## src/hdl/dqsa_pkg.sv

```systemverilog
// Shared types, constants and helpers for the quad surface area block.
`default_nettype none
package dqsa_pkg;

  localparam int DQSA_ELEV_WIDTH = 32;
  localparam int DQSA_ACC_WIDTH  = 63;

  // Configuration register indexes
  localparam logic [1:0] REG_EW_RES = 2'd0;
  localparam logic [1:0] REG_NS_RES = 2'd1;
  localparam logic [1:0] REG_Z_SCALE = 2'd2;

  typedef enum logic [2:0] {
    S_IDLE,
    S_MUL_GO,
    S_MUL_WAIT,
    S_SQRT_GO,
    S_SQRT_WAIT,
    S_AREA,
    S_FINISH
  } ctrl_state_t;

  // Multiply jobs: operands and destination follow from the code
  typedef enum logic [2:0] {
    OP_NS,   // N * s
    OP_EW,   // E * s
    OP_EN,   // E * N >> 16
    OP_C1,   // ns_s * da >> 24
    OP_C2,   // ew_s * db >> 24
    OP_SQ1,  // c1^2
    OP_SQ2,  // + c2^2
    OP_SQ3   // + en^2
  } mul_op_t;

  typedef struct packed {
    logic       load_item;
    logic       mul_start;
    mul_op_t    mul_op;
    logic       sqrt_start;
    logic       area_load;
    logic [1:0] tri_idx;
    logic       finish;
  } dqsa_cmd_t;

  typedef struct packed {
    logic quad_ok;
    logic mul_done;
    logic sqrt_done;
    logic out_free;
  } dqsa_status_t;

  // Saturating add, capped at cap_max
  function automatic logic [63:0] cap_add(input logic [63:0] a, input logic [63:0] b,
                                          input logic [63:0] cap_max);
    logic [64:0] s;
    s = {1'b0, a} + {1'b0, b};
    return (s > {1'b0, cap_max}) ? cap_max : s[63:0];
  endfunction

endpackage
`default_nettype wire

```

## src/hdl/dqsa_ctrl.sv

```systemverilog
// Sequencer for the quad surface area block.
`default_nettype none
module dqsa_ctrl (
  input  wire logic                  clk,
  input  wire logic                  rst_n,
  input  wire logic                  in_tvalid,
  output logic                       in_tready,
  input  wire dqsa_pkg::dqsa_status_t sts,
  output dqsa_pkg::dqsa_cmd_t         cmd
);
  import dqsa_pkg::*;

  ctrl_state_t state_r, state_nxt;
  mul_op_t     op_r, op_nxt;
  logic [1:0]  tri_r, tri_nxt;

  always_ff @(posedge clk) begin
    if (!rst_n) begin
      state_r <= S_IDLE;
      op_r    <= OP_NS;
      tri_r   <= 2'd0;
    end else begin
      state_r <= state_nxt;
      op_r    <= op_nxt;
      tri_r   <= tri_nxt;
    end
  end

  always_comb begin
    state_nxt = state_r;
    op_nxt    = op_r;
    tri_nxt   = tri_r;
    case (state_r)
      S_IDLE: begin
        if (in_tvalid) begin
          op_nxt    = OP_NS;
          tri_nxt   = 2'd0;
          state_nxt = sts.quad_ok ? S_MUL_GO : S_FINISH;
        end
      end
      S_MUL_GO: state_nxt = S_MUL_WAIT;
      S_MUL_WAIT: begin
        if (sts.mul_done) begin
          case (op_r)
            OP_NS:   begin op_nxt = OP_EW;  state_nxt = S_MUL_GO; end
            OP_EW:   begin op_nxt = OP_EN;  state_nxt = S_MUL_GO; end
            OP_EN:   begin op_nxt = OP_C1;  state_nxt = S_MUL_GO; end
            OP_C1:   begin op_nxt = OP_C2;  state_nxt = S_MUL_GO; end
            OP_C2:   begin op_nxt = OP_SQ1; state_nxt = S_MUL_GO; end
            OP_SQ1:  begin op_nxt = OP_SQ2; state_nxt = S_MUL_GO; end
            OP_SQ2:  begin op_nxt = OP_SQ3; state_nxt = S_MUL_GO; end
            default: state_nxt = S_SQRT_GO;
          endcase
        end
      end
      S_SQRT_GO: state_nxt = S_SQRT_WAIT;
      S_SQRT_WAIT: begin
        if (sts.sqrt_done) state_nxt = S_AREA;
      end
      S_AREA: begin
        if (tri_r == 2'd3) begin
          state_nxt = S_FINISH;
        end else begin
          tri_nxt   = tri_r + 2'd1;
          op_nxt    = OP_C1;
          state_nxt = S_MUL_GO;
        end
      end
      S_FINISH: begin
        if (sts.out_free) state_nxt = S_IDLE;
      end
      default: state_nxt = S_IDLE;
    endcase
  end

  always_comb begin
    in_tready      = (state_r == S_IDLE);
    cmd            = '0;
    cmd.mul_op     = op_r;
    cmd.tri_idx    = tri_r;
    cmd.load_item  = (state_r == S_IDLE) && in_tvalid;
    cmd.mul_start  = (state_r == S_MUL_GO);
    cmd.sqrt_start = (state_r == S_SQRT_GO);
    cmd.area_load  = (state_r == S_AREA);
    cmd.finish     = (state_r == S_FINISH) && sts.out_free;
  end

endmodule
`default_nettype wire

```

## config.mk

```make
export PLATFORM = sky130hd
export DESIGN_NAME = dqsa_ctrl
export DESIGN_NICKNAME = d
export VERILOG_FILES = /design/src/hdl/dqsa_pkg.sv /design/src/hdl/dqsa_ctrl.sv
export SDC_FILE = /design/constraint.sdc
export NUM_CORES = 1
export LEC_CHECK = 0
export BUFFER_PORTS_ARGS = -buffer_cell sky130_fd_sc_hd__buf_2
export CAP_MARGIN = 20
export CORE_UTILIZATION = 49
export CTS_CLUSTER_DIAMETER = 100
export DETAILED_ROUTE_END_ITERATION = 8
export GPL_TIMING_DRIVEN = 0
export PLACE_DENSITY = 0.76
export SYNTH_ARGS = -nofsm -noshare
export SYNTH_HDL_FRONTEND = slang
export SYNTH_SLANG_ARGS = --single-unit
export TNS_END_PERCENT = 30
```

## constraint.sdc

```tcl
create_clock -name clk -period 1.7 [get_ports clk]
set_input_delay 0.255 -clock clk [delete_from_list [all_inputs] [get_ports clk]]
set_output_delay 0.255 -clock clk [all_outputs]
set_load 0.03 [all_outputs]
```

==> run summary <==
CTS
--------------------------------------------------------------------------------------------------------
Post-CTS clock slew at the launch and capture registers of the worst setup and hold paths .      0.05 ns
Cell at the root of the clock tree ........................................................     clkbuf_4
Clock sink count ..........................................................................            8
Latest clock arrival within the worst-skew pair ...........................................      0.25 ns
CTS Buf Count .............................................................................            3
CTS tree ..................................................................................          yes
Longest Clk Path Bufs .....................................................................            2
Count of buffers added by post-CTS timing repair for setup ................................            0
Clock H-tree levels .......................................................................            1

TIMING
--------------------------------------------------------------------------------------------------------
Count of pins over their slew limit .......................................................            0
Slew Limit Headroom .......................................................................       77.22%
Final critical path time including I/O delays and setup ...................................     1.649 ns
Number of endpoints with negative hold slack in the final report ..........................            0
RSZ-0062 raised after global routing ......................................................           no
Final critical-path setup slack ...........................................................   0.05075 ns
Worst hold margin .........................................................................    0.3057 ns
Pin slew with the least headroom to its limit .............................................    0.3391 ns
Fin crit share ............................................................................       97.01%
Highest attainable clock frequency ........................................................    606.3 MHz
Number of setup violations in the final report ............................................            0
Total negative slack ......................................................................         0 ns
Clock Skew ................................................................................ 0.0009414 ns

WORST SETUP PATH
--------------------------------------------------------------------------------------------------------
Chain of cells forming the critical path .................................................. buf_4 -> or2b_1 -> nor2_2 -> buf_2
CP peak stage delay .......................................................................      0.30 ns
R2r endpoint ..............................................................................      op_r[1]
Number of logic stages on the critical path including buffering ...........................            4
Dominant delay contributor by cell family on the critical path ............................ simple AND/OR/NAND/NOR gates
Worst R2R Setup Slack .....................................................................      0.27 ns
Number of buffer and inverter stages on the critical path .................................            2
Worst-path fanout max .....................................................................            8
Startpoint-to-endpoint class of the critical path ......................................... flip-flop to output port
Arr. time, crit path ......................................................................      1.39 ns
Cell with the largest stage delay on the worst path .......................................      dfxtp_1
Startpoint of the worst-slack reg-to-reg timing path ......................................     tri_r[0]
Critical path capture point type ..........................................................  output port
Depth of the worst register-to-register path ..............................................            4
Launching instance or port of the critical path ...........................................   state_r[1]
CP Launch Type ............................................................................    flip-flop
Required time at the endpoint of the critical path ........................................      1.44 ns

WORST HOLD PATH
--------------------------------------------------------------------------------------------------------
Class of the tightest hold or removal check ............................................... primary input to flip-flop
Worst hold start ..........................................................................        rst_n
Worst min-delay path endpoint .............................................................      op_r[2]
Min-Delay Path Depth ......................................................................            3

SYNTH
--------------------------------------------------------------------------------------------------------
Number of library cell types mapped by synthesis ..........................................           39
Area fraction of the dominant cell type after synthesis ...................................       24.71%
Synth area leader .........................................................................      dfxtp_1
Flops & latches, synth ....................................................................            8
Synth top area cells ...................................................................... dfxtp_1 (25%), a21boi_1 (3.5%), buf_6 (3.5%), nand2_1 (3.5%), or3b_4 (3.5%)
Summed instance area of the synthesized netlist ...........................................  648.1 sq um
Syn nets ..................................................................................           84
Number of warnings reported in the yosys synthesis log ....................................            0
Avg Inst Size Synth .......................................................................  8.528 sq um
Post-synthesis sequential area ratio ......................................................       24.71%
Number of standard cells after synthesis ..................................................           76

DETAILED ROUTING
--------------------------------------------------------------------------------------------------------
First-pass DRT Iterations .................................................................            4
Via density ...............................................................................        5.755
Routed Antenna Nets .......................................................................            0
Count of vias placed by the detailed router ...............................................          633
Initial DRC count .........................................................................           21
Routed WL per cell ........................................................................     13.46 um
Wirelength, routed ........................................................................     1.481 mm
Number of remaining DRC errors ............................................................            0

POWER AND IR DROP
--------------------------------------------------------------------------------------------------------
VDD IR-drop max ...........................................................................      1210 uV
Power per Cell Area ....................................................................... 1741 nW/um^2
Leak pwr .................................................................................. 0.0003334 uW

GLOBAL ROUTING
--------------------------------------------------------------------------------------------------------
Number of global-route vias before repair .................................................          577
Overflow left after global routing ........................................................            0
Antenna violations before repair ..........................................................            0
Total Routing Usage GR ....................................................................       26.30%
Wire length of the first global-routing pass ..............................................     2.587 mm
Maximum number of pins on one net before global-route repair ..............................           11

PLACED DESIGN
--------------------------------------------------------------------------------------------------------
Number of input and output port buffers inserted ..........................................           17
Worst slack at placement ..................................................................    0.2717 ns
Detailed placement HPWL ...................................................................     1.119 mm
Placed cell count .........................................................................          107
Weighted congestion reported at the end of routability-driven placement ...................       0.7539

LAYOUT
--------------------------------------------------------------------------------------------------------
Fraction of layout instances using a drive strength above 1 ...............................       39.58%
Number of inserted diodes .................................................................            0
Post-layout net count .....................................................................          106
Layout Area Growth over Synthesis .........................................................       23.75%
Post-Layout Cell Count ....................................................................          110

FLOORPLAN
--------------------------------------------------------------------------------------------------------
Full die area .............................................................................   1472 sq um
Core area .................................................................................   1171 sq um
Io pins ...................................................................................           18
Horizontal extent of the die ..............................................................     38.37 um
Number of core rows .......................................................................           12
Die Span Y ................................................................................     38.37 um
Starting density of the core ..............................................................       55.34%

OUTCOME
--------------------------------------------------------------------------------------------------------
Outcome ................................................................................... finished clean

JOB
--------------------------------------------------------------------------------------------------------
Max-Cap Viols .............................................................................            0

flip-flops by register name, indices dropped and copies added, names as in the netlist:
signal / cells
op_r: 3
tri_r: 2
state_r: 3
worst max path at each step:
stage,end
final,cmd[3]
after CTS,cmd[0]
after floorplan,cmd[0]
after detailed placement,op_r[1]
after global routing,cmd[9]
after global placement,op_r[1]
cell usage in the layout, fill, tap and decap left out, drive strengths merged:
| master | synthesis | final |
|---|---|---|
| buf | 5 | 22 |
| dfxtp | 8 | 8 |
| nand2 | 6 | 6 |
| inv | 5 | 5 |
| nor2 | 4 | 4 |
| nor3 | 4 | 4 |
| a21boi | 4 | 4 |
| a21oi | 4 | 4 |
| nor2b | 3 | 3 |
| clkbuf | 0 | 3 |
| nor3b | 3 | 3 |
| and3 | 2 | 2 |
| and2 | 2 | 2 |
| or3b | 2 | 2 |
| nand2b | 2 | 2 |
| o21bai | 2 | 2 |
| o31ai | 2 | 2 |
| mux2i | 2 | 2 |
| nand3 | 2 | 2 |
| or2b | 1 | 1 |
| nand3b | 1 | 1 |
| nor4 | 1 | 1 |
| a211oi | 1 | 1 |
| and4bb | 1 | 1 |
| o211ai | 1 | 1 |
| a2111oi | 1 | 1 |
| or3 | 1 | 1 |
| o221ai | 1 | 1 |
| o311ai | 1 | 1 |
| o2111ai | 1 | 1 |
| o2111a | 1 | 1 |
| o21ai | 1 | 1 |
| ha | 1 | 1 |
kinds of logic after synthesis:
group | synth area share [%]
buf+inv | 9.458
mux | 3.089
flops | 24.71
simple gates | 34.17
compound gates | 26.64
fa+ha+maj | 1.930
cell type report:
type	instances	area, sq um
Multi-Input combinational cell	58	442.9
Fill cell	105	369.1
Sequential cell	8	161.4
Timing Repair Buffer	17	90.09
Buffer	5	48.80
Clock buffer	3	22.52
Inverter	5	18.77
Tap cell	14	17.52
timing repair:
action	in CTS	in global routing
hold buffers	0	0
endpoints found under the setup margin	0	3
resized for setup	0	8
through the flow:
stage          power, uW  area [sq um]  util (%)
2_1_floorplan       1028         659.4         -
3_3_place_gp        1196         762.0     65.06
3_5_place_dp        1213         762.0     65.06
4_1_cts             1364         784.5     66.99
5_1_grt             1493         802.0     68.48
6_report            1396         802.0     68.48
where the power goes:
group	internal (uW)	switching, uW
Clock	80.8	64.6
Sequential	236	49.1
Combinational	407	558
cells in the mapped netlist:
master	instances
nand3b_1	1
and2_1	2
nand3_1	1
or2b_1	1
nand3_2	1
or3b_4	2
o31ai_1	2
a2111oi_2	1
inv_1	5
and3_1	2
a21oi_1	3
ha_1	1
nor4_1	1
buf_6	2
o2111ai_1	1
a21boi_2	1
or3_1	1
o221ai_1	1
dfxtp_1	8
mux2i_1	2
a211oi_2	1
nor3_1	4
nor2_2	1
nand2b_1	2
o311ai_1	1
nor2b_1	3
buf_4	2
a21boi_1	3
o21bai_1	2
o211ai_1	1
nor3b_2	1
buf_2	1
and4bb_2	1
a21oi_4	1
o2111a_1	1
nor3b_1	2
nor2_1	3
nand2_1	6
o21ai_1	1
metal layers:
| layer | wire [um] | vias up | GRT usage [%] |
|---|---|---|---|
| met5 | 0 | - | 0 |
| met4 | 0 | 0 | 7.759 |
| met3 | 58 | 0 | 10.47 |
| met2 | 712 | 17 | 40.25 |
| met1 | 710 | 294 | 33.81 |
| li1 | - | 322 | - |
worst reg2reg max path: stages (launching register included):
cell      delay, ns
dfxtp_1        0.36
ha_1           0.22
and4bb_2       0.30
or3_1          0.37
o311ai_1       0.09
No activity file was read; power rests on OpenSTA's default activity.
